### config.mk
export PLATFORM = sky130hd
export DESIGN_NAME = packed_bit_vector_store
export DESIGN_NICKNAME = d
export VERILOG_FILES = /design/src/pbvs_pkg.sv /design/src/pbvs_ram.sv /design/src/packed_bit_vector_store.sv
export VERILOG_INCLUDE_DIRS = /design/src /design/src/src
export SDC_FILE = /design/constraint.sdc
export NUM_CORES = 1
export LEC_CHECK = 0
export BUFFER_PORTS_ARGS = -buffer_cell sky130_fd_sc_hd__buf_2
export CAP_MARGIN = 20
export CORE_MARGIN = 5
export CORE_UTILIZATION = 30
export DETAILED_ROUTE_END_ITERATION = 10
export SETUP_SLACK_MARGIN = 0.5
export SYNTH_ARGS = -nofsm -noshare
export SYNTH_HDL_FRONTEND = slang
export SYNTH_SLANG_ARGS = --single-unit
### constraint.sdc
create_clock -name clk -period 13.7 [get_ports clk]
set_input_delay 0 -clock clk [delete_from_list [all_inputs] [get_ports clk]]
set_output_delay 0 -clock clk [all_outputs]
set_load 0.01 [all_outputs]
### src/packed_bit_vector_store_assert.svh
// assertion macros for the packed bit vector store
`ifndef PACKED_BIT_VECTOR_STORE_ASSERT_SVH
`define PACKED_BIT_VECTOR_STORE_ASSERT_SVH

`ifndef NO_ASSERTIONS

`define PBVS_ASSERT_ALWAYS(label, cond) \
  label: assert property (@(posedge clk) disable iff (!rst_n) (cond)) \
    else $error("pbvs: invariant violated");

`define PBVS_ASSERT_IMPLY(label, ante, cons) \
  label: assert property (@(posedge clk) disable iff (!rst_n) (ante) |-> (cons)) \
    else $error("pbvs: implication violated");

`else

`define PBVS_ASSERT_ALWAYS(label, cond)

`define PBVS_ASSERT_IMPLY(label, ante, cons)

`endif

`endif

### src/pbvs_pkg.sv
// shared types and constants of the packed bit vector store
`default_nettype none

package pbvs_pkg;

  localparam int CMD_W = 3;
  localparam int POS_W = 9;
  localparam int LEN_W = 9;
  localparam int ERR_W = 2;

  typedef enum logic [CMD_W-1:0] {
    CMD_APPEND = 3'd0,
    CMD_READ   = 3'd1,
    CMD_WRITE  = 3'd2,
    CMD_INSERT = 3'd3,
    CMD_ERASE  = 3'd4
  } cmd_t;

  typedef enum logic [ERR_W-1:0] {
    ERR_OK    = 2'd0,
    ERR_RANGE = 2'd1,
    ERR_FULL  = 2'd2
  } err_t;

  typedef enum logic [4:0] {
    S_IDLE = 5'b00001,
    S_READ = 5'b00010,
    S_SHR  = 5'b00100,
    S_SHW  = 5'b01000,
    S_PUT  = 5'b10000
  } state_t;

endpackage

`default_nettype wire

### src/pbvs_ram.sv
// generic single-write, single-read ram with registered read data
`default_nettype none

module pbvs_ram #(
  parameter int WIDTH = 1,
  parameter int DEPTH = 256
) (
  input  wire logic                             clk,
  input  wire logic                             we,
  input  wire logic [$clog2(DEPTH)-1:0]         waddr,
  input  wire logic [WIDTH-1:0]                 wdata,
  input  wire logic [$clog2(DEPTH)-1:0]         raddr,
  output logic      [WIDTH-1:0]                 rdata
);

  logic [WIDTH-1:0] mem [DEPTH];

  always_ff @(posedge clk) begin
    if (we) begin
      mem[waddr] <= wdata;
    end
    rdata <= mem[raddr];
  end

endmodule

`default_nettype wire

### src/packed_bit_vector_store.sv
// packed bit vector store: top level with command sequencer and bit memory
//
//   channel  | ports                                       | handshake
//   ---------+---------------------------------------------+-------------------------
//   command  | in_command, in_position, in_bit_value       | start high, busy low
//   result   | out_read_bit, out_length, out_error_code    | out_strobe, one cycle
//
// append, write, failed and unknown commands, insert at the end and erase of the last bit:
//   result in the cycle after accept; busy stays low so the next word can follow at once
// read: result after the registered ram read in S_READ, then the output register
// insert: each moved bit goes through S_SHR and S_SHW, then S_PUT writes the new bit;
//   erase: the same S_SHR and S_SHW pair per moved bit, with no S_PUT;
//   each moved bit costs one ram read and one ram write through one index adder
// rst_n clears the length and the sequencer; bit memory content is not cleared
// results are never held off by the receiver
`default_nettype none

`include "packed_bit_vector_store_assert.svh"

module packed_bit_vector_store #(
  parameter int CAPACITY = 256
) (
  input  wire logic                        clk,
  input  wire logic                        rst_n,
  input  wire logic                        start,
  output logic                             busy,
  input  wire logic [pbvs_pkg::CMD_W-1:0]  in_command,
  input  wire logic [pbvs_pkg::POS_W-1:0]  in_position,
  input  wire logic                        in_bit_value,
  output logic                             out_strobe,
  output logic                             out_read_bit,
  output logic [pbvs_pkg::LEN_W-1:0]       out_length,
  output logic [pbvs_pkg::ERR_W-1:0]       out_error_code
);

  import pbvs_pkg::*;

  localparam int AW = $clog2(CAPACITY);
  localparam int CW = $clog2(CAPACITY + 1);
  localparam int XW = (CW > POS_W) ? CW : POS_W;

  state_t          state_r, state_nxt;
  logic [CW-1:0]   count_r, count_nxt;
  logic            op_ins_r, op_ins_nxt;
  logic [AW-1:0]   pos_r, pos_nxt;
  logic            val_r, val_nxt;
  logic [AW-1:0]   src_r, src_nxt;
  logic [AW-1:0]   dst_r, dst_nxt;
  logic [AW-1:0]   lim_r, lim_nxt;

  logic            out_strobe_r, out_strobe_nxt;
  logic            out_read_bit_r, out_read_bit_nxt;
  logic [LEN_W-1:0] out_length_r, out_length_nxt;
  logic [ERR_W-1:0] out_error_code_r, out_error_code_nxt;

  logic            in_accept;
  logic [XW-1:0]   pos_x;
  logic [XW-1:0]   cnt_x;
  logic            full;
  logic [AW-1:0]   src_step;

  logic            fin;
  logic            fin_bit;
  err_t            fin_err;

  logic            mem_we;
  logic [AW-1:0]   mem_waddr;
  logic            mem_wdata;
  logic [AW-1:0]   mem_raddr;
  logic            mem_rdata;

  assign busy      = (state_r != S_IDLE);
  assign in_accept = start && !busy;
  assign pos_x     = XW'(in_position);
  assign cnt_x     = XW'(count_r);
  assign full      = (count_r == CW'(CAPACITY));

  // shared index unit: steps down for insert, up for erase
  assign src_step  = src_r + (op_ins_r ? {AW{1'b1}} : AW'(1));

  always_comb begin
    state_nxt  = state_r;
    count_nxt  = count_r;
    op_ins_nxt = op_ins_r;
    pos_nxt    = pos_r;
    val_nxt    = val_r;
    src_nxt    = src_r;
    dst_nxt    = dst_r;
    lim_nxt    = lim_r;
    fin        = 1'b0;
    fin_bit    = 1'b0;
    fin_err    = ERR_OK;
    mem_we     = 1'b0;
    mem_waddr  = dst_r;
    mem_wdata  = mem_rdata;
    mem_raddr  = src_r;

    unique case (state_r)
      S_IDLE: begin
        if (in_accept) begin
          case (in_command)
            CMD_APPEND: begin
              fin = 1'b1;
              if (full) begin
                fin_err = ERR_FULL;
              end else begin
                mem_we    = 1'b1;
                mem_waddr = AW'(count_r);
                mem_wdata = in_bit_value;
                count_nxt = count_r + CW'(1);
              end
            end
            CMD_READ: begin
              if (pos_x >= cnt_x) begin
                fin     = 1'b1;
                fin_err = ERR_RANGE;
              end else begin
                mem_raddr = AW'(in_position);
                state_nxt = S_READ;
              end
            end
            CMD_WRITE: begin
              fin = 1'b1;
              if (pos_x >= cnt_x) begin
                fin_err = ERR_RANGE;
              end else begin
                mem_we    = 1'b1;
                mem_waddr = AW'(in_position);
                mem_wdata = in_bit_value;
              end
            end
            CMD_INSERT: begin
              if (pos_x > cnt_x) begin
                fin     = 1'b1;
                fin_err = ERR_RANGE;
              end else if (full) begin
                fin     = 1'b1;
                fin_err = ERR_FULL;
              end else if (pos_x == cnt_x) begin
                // insert at the end: nothing to move
                fin       = 1'b1;
                mem_we    = 1'b1;
                mem_waddr = AW'(in_position);
                mem_wdata = in_bit_value;
                count_nxt = count_r + CW'(1);
              end else begin
                op_ins_nxt = 1'b1;
                pos_nxt    = AW'(in_position);
                val_nxt    = in_bit_value;
                src_nxt    = AW'(count_r - CW'(1));
                dst_nxt    = AW'(count_r);
                lim_nxt    = AW'(in_position);
                state_nxt  = S_SHR;
              end
            end
            CMD_ERASE: begin
              if (pos_x >= cnt_x) begin
                fin     = 1'b1;
                fin_err = ERR_RANGE;
              end else if ((pos_x + XW'(1)) == cnt_x) begin
                // erase of the last bit: nothing to move
                fin       = 1'b1;
                count_nxt = count_r - CW'(1);
              end else begin
                op_ins_nxt = 1'b0;
                src_nxt    = AW'(in_position) + AW'(1);
                dst_nxt    = AW'(in_position);
                lim_nxt    = AW'(count_r - CW'(1));
                state_nxt  = S_SHR;
              end
            end
            default: begin
              fin = 1'b1;
            end
          endcase
        end
      end
      S_READ: begin
        fin       = 1'b1;
        fin_bit   = mem_rdata;
        state_nxt = S_IDLE;
      end
      S_SHR: begin
        state_nxt = S_SHW;
      end
      S_SHW: begin
        mem_we    = 1'b1;
        mem_waddr = dst_r;
        mem_wdata = mem_rdata;
        dst_nxt   = src_r;
        src_nxt   = src_step;
        if (src_r == lim_r) begin
          if (op_ins_r) begin
            state_nxt = S_PUT;
          end else begin
            fin       = 1'b1;
            count_nxt = count_r - CW'(1);
            state_nxt = S_IDLE;
          end
        end else begin
          state_nxt = S_SHR;
        end
      end
      S_PUT: begin
        mem_we    = 1'b1;
        mem_waddr = pos_r;
        mem_wdata = val_r;
        count_nxt = count_r + CW'(1);
        fin       = 1'b1;
        state_nxt = S_IDLE;
      end
      default: begin
        state_nxt = S_IDLE;
      end
    endcase

    out_strobe_nxt     = fin;
    out_read_bit_nxt   = fin_bit;
    out_length_nxt     = LEN_W'(count_nxt);
    out_error_code_nxt = fin_err;
  end

  always_ff @(posedge clk) begin
    if (!rst_n) begin
      state_r      <= S_IDLE;
      count_r      <= '0;
      out_strobe_r <= 1'b0;
    end else begin
      state_r      <= state_nxt;
      count_r      <= count_nxt;
      out_strobe_r <= out_strobe_nxt;
    end
  end

  always_ff @(posedge clk) begin
    op_ins_r         <= op_ins_nxt;
    pos_r            <= pos_nxt;
    val_r            <= val_nxt;
    src_r            <= src_nxt;
    dst_r            <= dst_nxt;
    lim_r            <= lim_nxt;
    out_read_bit_r   <= out_read_bit_nxt;
    out_length_r     <= out_length_nxt;
    out_error_code_r <= out_error_code_nxt;
  end

  pbvs_ram #(
    .WIDTH (1),
    .DEPTH (CAPACITY)
  ) u_ram (
    .clk   (clk),
    .we    (mem_we),
    .waddr (mem_waddr),
    .wdata (mem_wdata),
    .raddr (mem_raddr),
    .rdata (mem_rdata)
  );

  assign out_strobe     = out_strobe_r;
  assign out_read_bit   = out_read_bit_r;
  assign out_length     = out_length_r;
  assign out_error_code = out_error_code_r;

  `PBVS_ASSERT_ALWAYS(a_count_le_cap, count_r <= CW'(CAPACITY))
  `PBVS_ASSERT_IMPLY(a_count_moves_with_result, count_r != $past(count_r), out_strobe_r)
  `PBVS_ASSERT_IMPLY(a_write_follows_read, state_r == S_SHW, $past(state_r == S_SHR))
  `PBVS_ASSERT_IMPLY(a_waddr_in_range, mem_we, {1'b0, mem_waddr} < (AW + 1)'(CAPACITY))

endmodule

`default_nettype wire

## Word-level counts from Yosys, hierarchy flattened

Memory sizes are Yosys's and may differ from the RTL's. A register that Yosys moved wholly into a read port is not among the register bits.
Cells that the tools add are included.
W data, S select, Z words.

| storage, ports and cells | value |
|---|---|
| input bits | 16 |
| register bits after elaboration | 61 |
| bits in writable memories | 256 |
| output and inout bits | 14 |
| word-level logic and storage cells | 159 |
| memories | 1 |

| operators by class | value |
|---|---|
| reduce and logical (&&, ||, !) cells | 13 |
| bitwise operators | 3 |
| equality and inequality tests | 28 |
| magnitude comparators | 2 |
| multiplexer cells | 95 |
| $add $sub $neg | 5 |

Memories:

| memory | words | bits a word | rd ports | clocked after Yosys merged registers in | wr ports | RTL line | source |
|---|---|---|---|---|---|---|---|
| u_ram.mem | 256 | 1 | 1 | 1 | 1 | pbvs_ram.sv:16 | `logic [WIDTH-1:0] mem [DEPTH];` |

Operators by type and width:

| kind | count |
|---|---|
| $mux W8 | 28 |
| $pmux W8 S2 | 6 |
| $mux W9 | 9 |
| $pmux W9 S3 | 2 |
| $mux W5 | 9 |
| $pmux W5 S3 | 2 |
| $mux W1 | 28 |
| $pmux W8 S3 | 1 |
| $reduce_and A8 Y1 | 3 |
| $add A9 B1 Y9 const B | 2 |
| $eq A9 B9 Y1 | 2 |
| $ne A3 B3 Y1 const B | 6 |
| $ne A2 B2 Y1 const B | 6 |
| $pmux W1 S3 | 4 |
| $eq A9 B9 Y1 const B | 1 |
| $ge A9 B9 Y1 | 1 |
| $gt A9 B9 Y1 | 1 |
| $sub A9 B1 Y9 const B | 1 |
| $add A8 B1 Y8 const B | 1 |
| $add A8 B8 Y8 | 1 |
| $eq A8 B8 Y1 | 1 |
| $eq A3 B2 Y1 const B | 2 |
| $pmux W1 S2 | 3 |
| $pmux W2 S3 | 1 |
| 20 further kinds | 25 |

## Depth between registers and ports, before layout

Gate-level depths: netlist of the first run.

| depth | value |
|---|---|
| depth in word-level cells | 9 |
| depth in mapped cells | 18 |
| gate-level depth less buffers | 13 |

## By module

Synthesis of the first run repeated with hierarchy kept, for this count alone.

| unflattened totals | value |
|---|---|
| cells, all modules | 1376 |
| area, all modules | 16057.9 um^2 |

By module, submodules not included:

| module | cells an instance | seq. area each (um^2) | area each (um^2) | times used |
|---|---|---|---|---|
| pbvs_ram | 788 | 7707.4 | 11128.2 | 1 |
| packed_bit_vector_store | 588 | 1561.5 | 4929.7 | 1 |

## Least setup slack after synthesis of the first run

OpenSTA, ideal clock, no wires.

| path | value |
|---|---|
| path kind | register to register |
| start point | reg count_r[6], in the netlist cnt_x[6] |
| end point | mem u_ram.mem[0] (data pin) |
| clock period less this slack | 14306 ps |
| setup slack | -606 ps |
| arrival | 12118 ps |
| stages on the path, launching flop included | 10 |
| path buffers | 1 |
| required time | 11512 ps |
| cells stage by stage | dfxtp_1 clkbuf_1 clkinv_1 ha_1 nand4_1 or3_1 o211a_1 nand2_1 a211oi_2 o21ai_0 |

| on the way | value |
|---|---|
| word-level cells in the longest chain between the ends | 7 |
| elaborated cells between the ends (all ways) | 12 |
| classes of those cells | order compare: 2; eq/ne: 2; mux: 8 |

Ends and longest elaborated chain:

| element | RTL line | source |
|---|---|---|
| start: declaration | packed_bit_vector_store.sv:43 | `logic [CW-1:0] count_r, count_nxt;` |
| start signal: assignment | packed_bit_vector_store.sv:230 | `count_r <= count_nxt;` |
| branches (longest 4 deep; another with $gt A9 B9 Y1) | - |  |
| $pmux W1 S3 (*) | packed_bit_vector_store.sv:101 | `case (in_command)` |
| $mux W1 (*) | packed_bit_vector_store.sv:100 | `if (in_accept) begin` |
| $pmux W1 S2 (*) | packed_bit_vector_store.sv:98 | `unique case (state_r)` |
| net mem_wdata | packed_bit_vector_store.sv:68 | `logic mem_wdata;` |
| end: declaration | pbvs_ram.sv:16 |  |

Mark *: on every way through the listed nets, which the timed path passes.

## Final worst setup path of the first run

| path | value |
|---|---|
| start point | reg count_r[4], in the netlist cnt_x[4] |
| end point | reg u_ram.rdata, read port of u_ram.mem |

| on the way | value |
|---|---|
| word-level cells in the longest chain between the ends | 5 |

Ends and longest elaborated chain:

| element | RTL line | source |
|---|---|---|
| $ge A9 B9 Y1 | packed_bit_vector_store.sv:114 | `if (pos_x >= cnt_x) begin` |
| $mux W8 | packed_bit_vector_store.sv:114 |  |
| $mux W8 | packed_bit_vector_store.sv:101 |  |
| $mux W8 | packed_bit_vector_store.sv:100 |  |
| $mux W8 | packed_bit_vector_store.sv:98 |  |
| end: declaration | pbvs_ram.sv:13 | `output logic [WIDTH-1:0] rdata` |

Every way passes these cells.
A chain may end at the register's enable or synchronous reset.

==> metrics.yaml, run 1 <==
die_area_um2: 59600
clk_latency_ps: 550
dp_hpwl_um: 31900
grt_max_degree: 130
cts_max_level: 2
place_area_um2: 17100
ant_nets: 0
period_needed_ps: 5530
maxCapViolCount: 0
seqCellArea_um2: 9270
grt_pass1_vias: 12400
worstPathArrival_ps: 6020
via_per_inst: 5.54
fillCellCount: 5347
die_h_um: 244
r2r_end: "u_ram.rdata$_DFF_P_"
gp_congestion: 0.932
totalPowerFinal_w: 0.00279
final_area_um2: 18400
reg2reg_depth: 13
cp_slowest_cell: "and2_4"
routed_wl_um: 50600
synthCells: 1638
grt_overflow_total: 0
num-nets-final: 1657
ys_ff_latch: 318
synth_warnings: 0
dr.pass1.iters: 6
grt_setup_unrepaired: "false"
layout_setup_ws_ps: 8170
max_stage_delay_ps: 910
numCtsBuffers: 35
drt_iter0_drc: 1665
place_ws_ps: 8240
worst_pin_slew_ps: 1090
grt_pass1_wl_um: 76900
finalSetupTns_ps: 0
cts_root_buffer: "clkbuf_16"
leakage_nw: 6.02
power_density_nw_per_um2: 151
cts.clk_slew.worst_paths_ps: 60
antenna_cells: 0
drc_errors: 0
seq_area_frac_synth: 0.563
clockBufferDepth: 3
die_w_um: 244
cts_tree: "built"
r2r_slack_ps: 8170
drv_slew: 0
run_status: "complete, no violations"
core_region_area_um2: 54100
synth-edff-count: 290
whs_ps: 46.1
syn_to_final_growth_pct: 11.7
rows: 85
io_pins: 30
drive_above_1_share: 0.0723
ys.flop_type: "edfxtp_1"
hold_class: "input pin to flop"
synth_cell_types: 85
crit_fanout: 69
synth_top_cell_area_share: 0.529
max_slew_margin: 0.275
synth_async_sr_flop_share: 0
finalHoldViolCount: 0
wl_per_cell_um: 21.6
clock_sinks: 318
reg2reg_from: "cnt_x[4]$_SDFF_PN0_"
end_kind: "flop"
io_buffers: 29
finalCritPeriodShare: 0.403
initial_core_util: 0.304
syn_area_um2: 16500
synthTopCellsByCount: "nor2_1 (321), edfxtp_1 (290), nand2_1 (231)"
worstPathCellList: "clkinv_1, ha_1, nand4_1, nor3_1, or4_4, o21ai_4, and2_4, a21oi_1, a221o_1, o211ai_1, a21boi_0, a2111oi_0, a22o_1"
synth_top_cells_by_area: "edfxtp_1 (53%), nor2_1 (7.3%), nand2_1 (5.3%), dfxtp_1 (3.4%), a21oi_1 (2.9%)"
crit_end: "u_ram.rdata$_DFF_P_"
ir_drop_mv: 0.0830
antenna_found_initial: 1
setup_violations: 0
start_kind: "flop"
synth_nets: 1674
cp.required_ps: 14190
multi_input_area_um2: 6610
syn_area_per_cell_um2: 10.0
synth_area_leader_cell: "edfxtp_1"
synth_most_common_cell: "nor2_1"
startpoint: "cnt_x[4]$_SDFF_PN0_"
crit_type: "flop to flop"
fin_worst_skew_ps: 19.7
vias: 13000
max_freq_mhz: 181
cts_setup_buffers: 0
track_usage: 0.164
[final cells by class]
| type | count | area share |
|---|---|---|
| Inverter | 23 | 0.00469 |
| Timing Repair Buffer | 59 | 0.0241 |
| Sequential cell | 318 | 0.504 |
| Multi-Input combinational cell | 1184 | 0.360 |
| Clock inverter | 19 | 0.0110 |
| Tap cell | 696 | 0.0474 |
| Clock buffer | 43 | 0.0493 |
[state kept, by name, indices dropped and copies added (netlist names)]
name and flops:
cnt_x 9, dst_r 8, lim_r 8, op_ins_r 1, out_error_code 2, out_length 9, out_read_bit 1, out_strobe 1
pos_r 8, src_r 8, state_r 5, u_ram.mem 256, u_ram.rdata 1, val_r 1
[worst min path at each step]
stage,startpoint,endpoint,slack [ps],cells after the start
6_report,in_command[1],out_error_code[0]$_SDFF_PN0_,50,3
5_1_grt,in_command[1],out_error_code[0]$_SDFF_PN0_,60,3
4_1_cts,in_command[1],out_error_code[0]$_SDFF_PN0_,30,3
3_5_place_dp,in_bit_value,val_r$_DFFE_PP_,270,1
3_3_place_gp,in_bit_value,val_r$_DFFE_PP_,270,1
2_1_floorplan,in_position[0],pos_r[0]$_DFFE_PP_,100,0
[cells in the final DEF (no fill, tap or decap), types with 19 or more instances in the layout]
master       n
edfxtp_1   290
nand2_1    231
a21oi_1     94
dfxtp_1     28
inv_1       19
and2_1      23
and3_1      44
nor2_1     320
o21ai_0     55
a211oi_1    38
a31oi_1     22
ha_1        19
mux2i_1     30
xnor2_1     28
nand3_1     43
buf_2       29
clkbuf_16   35
nor3_1      23
[timing repair]
item | 4_1_cts | 5_1_grt
gates resized for setup | 0 | 0
hold buffers | 13 | 0
hold endpoints to repair | 30 | 0
[where the power goes]
part / switching [W] / internal (W)
clock: 0.000400 / 0.000534
combinational: 0.000431 / 0.000195
sequential: 0.0000370 / 0.00119
[metal layers]
metal	wire, um	up-vias	GRT usage	part of all wire
li1	-	5889	-	-
met1	21400	6401	0.228	0.42
met2	23800	570	0.263	0.47
met3	3900	115	0.0253	0.077
met4	1520	0	0.0541	0.030
met5	0	-	0	0
[kinds of logic after synthesis]
| family | count (synthesis) | synth area share |
|---|---|---|
| and+or+nand+nor | 758 | 0.205 |
| AOI/OAI and AO/OA | 327 | 0.130 |
| DFF | 318 | 0.563 |
| buffers and inverters | 136 | 0.0367 |
| xor gates and xnor gates | 43 | 0.0262 |
| muxes | 36 | 0.0224 |
| adders and majority gates | 20 | 0.0157 |
[through the flow]
stage,cells,util
finish,2342,0.340
global route,2342,0.340
CTS,2340,0.339
detailed placement,2265,0.316
global placement,2265,0.316
floorplan,1638,-
[worst max-delay path: cells and delay by family (launching register included)]
kind,cells,cell delay [ps]
flip-flops,1,570
buffers and inverters,1,340
AND/OR/NAND/NOR,4,1730
AO/OA/AOI/OAI,7,2370
adder cells (fa/ha/maj),1,400
(Power assumes the default switching activity.)
==> run 2, diff against run 1 <==
Clock period 13.7 ns to 4.56 ns, I/O delays scaled along.
==> run 2 against run 1 <==
Clock power rose to 2.8 times the previous value. Non-clock buffer count up 78. Final cell count increased by 3.1%. Wire length increased by 4.8%. Global-route usage is 0.67 points higher. Combinational power grew to 3.4 times the previous value. Hold slack improved by 150 ps. First-iteration DRC count down 0.12%. Core utilization rose by 1.5 points. Sequential share of layout area fell by 2.1 points. Sequential power grew to 3.0 times the previous value. Largest cell class unchanged.
==> metrics.yaml, run 2 (same netlist as run 1, synthesis figures left out) <==
run_status: "complete, no violations"
via_per_inst: 5.57
fin_util: 0.355
fillCellCount: 5322
path_buf_inv: 5
syn_to_final_growth_pct: 16.7
drt_iter0_drc: 1663
finalSetupTns_ps: 0
fin_worst_skew_ps: 15.9
antenna_cells: 0
crit_fanout: 11
cts.clk_slew.worst_paths_ps: 70
num-nets-final: 1733
max_freq_mhz: 247
worstPathCellList: "inv_4, ha_1, nand4_1, nor3_2, nor4_4, nand4_1, buf_4, buf_4, buf_4, and3_1, a211oi_1, a211oi_1, or4_1, o31ai_2, buf_4, a2111oi_1, a22o_1"
layout_commonest_cell: "nor2_1"
die_h_um: 244
gp_congestion: 0.944
drc_errors: 0
cp.required_ps: 5050
critPathTopFamily: "simple AND/OR/NAND/NOR gates"
power_density_nw_per_um2: 435
io_pins: 30
totalPowerFinal_w: 0.00836
cts_max_level: 1
ant_nets: 0
setup_violations: 0
grt_max_degree: 60
max_stage_delay_ps: 530
vias: 13500
grt_overflow_total: 0
clockBufferDepth: 3
cts_root_buffer: "clkbuf_16"
dp_hpwl_um: 34200
finalHoldViolCount: 0
io_buffers: 29
crit_type: "flop to flop"
finalCritPeriodShare: 0.886
worstPathArrival_ps: 4530
initial_core_util: 0.304
track_usage: 0.171
antenna_found_initial: 1
place_ws_ps: 314
dr.pass1.iters: 6
largest-register: "u_ram.mem"
die_w_um: 244
numCtsBuffers: 31
largest_register_ffs: 256
final_cell_mix: "nor2_1 (316), edfxtp_1 (290), nand2_1 (223), a21oi_1 (89), buf_4 (83)"
cts_tree: "built"
routed_wl_um: 53000
cpMostUsedCell: "buf_4"
hold_class: "input pin to flop"
core_region_area_um2: 54100
grt_pass1_vias: 13100
drv_slew: 0
period_needed_ps: 4040
start_kind: "flop"
cp_slowest_cell: "or4_1"
max_slew_margin: 0.444
grt_pass1_wl_um: 80100
wl_per_cell_um: 22.0
end_kind: "flop"
die_area_um2: 59600
rows: 85
ir_drop_mv: 0.324
clk_latency_ps: 600
maxCapViolCount: 0
layout_setup_ws_ps: 519
drive_above_1_share: 0.138
worst_pin_slew_ps: 832
clock_sinks: 318
grt_setup_unrepaired: "true"
leakage_nw: 6.42
run 2: where the power goes:
group | leakage, nW | switching [W] | internal, W
Clock | 0.486 | 0.00114 | 0.00147
Combinational | 3.09 | 0.00142 | 0.000673
Sequential | 2.84 | 0.0000802 | 0.00358
Total | 6.42 | 0.00264 | 0.00571
run 2: worst paths after layout:
check	slack (ps)	depth (start not counted)	startpoint	endpoint
worst max-delay path	520	17	cnt_x[5]$_SDFF_PN0_	u_ram.rdata$_DFF_P_
worst min-delay path	190	2	in_bit_value	val_r$_DFFE_PP_
worst max register to register	520	17	cnt_x[5]$_SDFF_PN0_	u_ram.rdata$_DFF_P_
worst min register to register	520	2	state_r[1]$_SDFFE_PN0P_	out_read_bit$_SDFF_PP0_
run 2: worst reg2reg max path, cell delays in order (launching register included):
cell and delay, ps:
dfxtp_4 420, inv_4 60, ha_1 270, nand4_1 230, nor3_2 130, nor4_4 430, nand4_1 270, buf_4 220
buf_4 130, buf_4 170, and3_1 180, a211oi_1 240, a211oi_1 90, or4_1 530, o31ai_2 100, buf_4 160
a2111oi_1 40, a22o_1 250
run 2: layout make-up:
| cell class | count | area, um^2 | area share |
|---|---|---|---|
| clock buffer | 34 | 787 | 0.0410 |
| clock inverter | 21 | 214 | 0.0111 |
| inverter | 23 | 105 | 0.00547 |
| multi-input combinational | 1186 | 6850 | 0.357 |
| sequential | 318 | 9270 | 0.483 |
| tap | 696 | 871 | 0.0453 |
| timing repair buffer | 137 | 1110 | 0.0578 |
run 2: through the flow:
stage | std cells | cell area (um^2) | hold WS, ps
4_1_cts | 2400 | 18900 | 173
3_5_place_dp | 2330 | 17700 | 257
2_1_floorplan | 1638 | 16600 | 98.9
3_3_place_gp | 2330 | 17700 | 251
6_report | 2415 | 19200 | 195
5_1_grt | 2415 | 19200 | 196
run 2: metal layers:
| metal | wire length, um | track usage | part of all wire | vias to the layer above |
|---|---|---|---|---|
| li1 | - | - | - | 6054 |
| met1 | 21600 | 0.232 | 0.41 | 6615 |
| met2 | 24700 | 0.281 | 0.47 | 642 |
| met3 | 4660 | 0.0236 | 0.088 | 141 |
| met4 | 2010 | 0.0592 | 0.038 | 2 |
| met5 | 11 | 0 | 0.00021 | - |
run 2: repair_timing:
action                                  CTS  global route
pin swaps                                 1            10
endpoints found under the hold margin    37             0
resized for setup                         5            43
hold buffers                             14             0
setup buffers                             0            14
endpoints found under the setup margin   99           252
cloned                                    1             1
==> run 3, diff against run 2 <==
Clock period 4.56 ns to 5.1 ns, I/O delays scaled along.
==> run 3 against run 2 <==
Sequential power fell by 10%. Clock skew rose by 14 ps. Combinational power fell by 14%. Via count fell by 1.6%. Sequential share of layout area rose by 0.44 points. Setup slack improved by 190 ps. Final cell count fell by 0.70%. Register-to-register slack improved by 190 ps. Critical path depth fell by 3. Power fell by 7.1%. Die area did not move. Wire length fell by 0.64%.
==> metrics.yaml, run 3 (same netlist as run 1, synthesis figures left out) <==
run_status: "complete, no violations"
worst_pin_slew_ps: 1140
crit_type: "flop to flop"
pwr-share-seq: 0.422
crit_fanout: 21
antenna_found_initial: 0
power_density_nw_per_um2: 408
hold_class: "input pin to flop"
min_to: "out_error_code[0]$_SDFF_PN0_"
cts_max_level: 2
dp_cells: 2318
maxCapViolCount: 0
grt_overflow_total: 0
finalCritPeriodShare: 0.862
via_per_inst: 5.52
r2r_end: "u_ram.rdata$_DFF_P_"
grt_setup_unrepaired: "true"
reg2reg_from: "cnt_x[6]$_SDFF_PN0_"
cts_tree: "built"
track_usage: 0.169
period_needed_ps: 4400
cts_root_buffer: "clkbuf_16"
die_h_um: 244
vias: 13200
grt_pass1_vias: 12800
end_kind: "flop"
cts.clk_slew.worst_paths_ps: 70
p_int_w: 0.00536
holdPathStages: 3
dp_hpwl_um: 34400
finalHoldViolCount: 0
switching_power_w: 0.00241
die_w_um: 244
path_buf_inv: 2
power.share.switching: 0.310
fin_util: 0.352
largest-register: "u_ram.mem"
clock_sinks: 318
layout_commonest_cell: "nor2_1"
hold_start: "in_command[1]"
start_kind: "flop"
clockBufferDepth: 3
io_buffers: 29
numCtsBuffers: 35
grt_max_degree: 150
leakage_nw: 6.34
finalSetupTns_ps: 0
drive_above_1_share: 0.118
drc_errors: 0
drv_slew: 0
clockPowerShare: 0.346
cp.required_ps: 5550
reg2reg_depth: 14
fin_worst_skew_ps: 29.9
rows: 85
antenna_cells: 0
syn_to_final_growth_pct: 15.7
largest_register_ffs: 256
ir_drop_mv: 0.220
max_slew_margin: 0.234
drt_iter0_drc: 1673
num-nets-final: 1711
clk_latency_ps: 550
routed_wl_um: 52700
max_freq_mhz: 227
worstPathCellList: "clkinv_8, ha_4, nand4_1, nor3_1, nor4_4, a21oi_1, nor2_4, buf_12, a211oi_1, a31oi_1, a221o_1, nor4_1, and4bb_1, a22o_1"
io_pins: 30
place_ws_ps: 337
ant_nets: 0
r2r_slack_ps: 700
max_stage_delay_ps: 560
pwr-share-comb: 0.231
dr.pass1.iters: 6
stdcell_count: 2398
grt_pass1_wl_um: 79300
cp_slowest_cell: "nor3_1"
gp_congestion: 0.955
fillCellCount: 5361
die_area_um2: 59600
final_cell_mix: "nor2_1 (320), edfxtp_1 (290), nand2_1 (227), a21oi_1 (93), buf_4 (62)"
initial_core_util: 0.304
layout_setup_ws_ps: 704
wl_per_cell_um: 22.0
critPathTopFamily: "simple AND/OR/NAND/NOR gates"
worstPathArrival_ps: 4850
core_region_area_um2: 54100
setup_violations: 0
[run 3: power by group through the flow]
stage / combinational (W) / sequential (W) / clock (W)
finish: 0.00180 / 0.00328 / 0.00269
global route: 0.00193 / 0.00329 / 0.00284
CTS: 0.00177 / 0.00328 / 0.00274
detailed placement: 0.00176 / 0.00333 / 0
global placement: 0.00173 / 0.00333 / 0
floorplan: 0.00116 / 0.00333 / 0
[run 3: layout make-up]
class                           count  area (um^2)  area share
Sequential cell                   318         9270       0.487
Multi-Input combinational cell   1185         6680       0.351
Clock buffer                       41          928      0.0488
Timing Repair Buffer              112          885      0.0465
Tap cell                          696          871      0.0457
Clock inverter                     23          295      0.0155
Inverter                           23          105     0.00552
[run 3: layer usage]
layer	GRT usage	share of wire
met3	0.0284	0.083
met2	0.273	0.46
met5	0	0
met1	0.235	0.43
met4	0.0526	0.028
[run 3: tightest hold or removal path, delay by kind of cell]
kind	cells	cell delay (ps)
simple gates	1	230
buf+inv	1	190
compound gates	1	140
[run 3: stage by stage]
stage | hold slack (ps) | power (W) | area, um^2
floorplan | 98.9 | 0.00449 | 16600
global placement | 238 | 0.00506 | 17600
detailed placement | 241 | 0.00509 | 17600
CTS | 46.6 | 0.00779 | 19000
global route | 125 | 0.00806 | 19000
finish | 70.3 | 0.00777 | 19000
[run 3: how the worst max path moves through the flow]
stage / from / endpoint / slack, ps / depth (start not counted)
floorplan: cnt_x[6]$_SDFF_PN0_ / u_ram.mem[0]$_DFFE_PP_ / 340 / 9
global route: cnt_x[6]$_SDFF_PN0_ / u_ram.rdata$_DFF_P_ / 420 / 15
global placement: cnt_x[6]$_SDFF_PN0_ / u_ram.rdata$_DFF_P_ / 230 / 12
CTS: cnt_x[6]$_SDFF_PN0_ / u_ram.mem[207]$_DFFE_PP_ / 640 / 13
finish: cnt_x[6]$_SDFF_PN0_ / u_ram.rdata$_DFF_P_ / 700 / 14
detailed placement: cnt_x[6]$_SDFF_PN0_ / u_ram.mem[207]$_DFFE_PP_ / 340 / 12
[run 3: timing repair]
| item | 4_1_cts | 5_1_grt |
|---|---|---|
| pin swaps | 0 | 2 |
| cloned | 0 | 1 |
| hold buffers | 13 | 0 |
| gates resized for setup | 2 | 4 |
| setup endpoints to repair | 10 | 40 |
| hold endpoints to repair | 29 | 0 |
| buffers inserted | 0 | 2 |
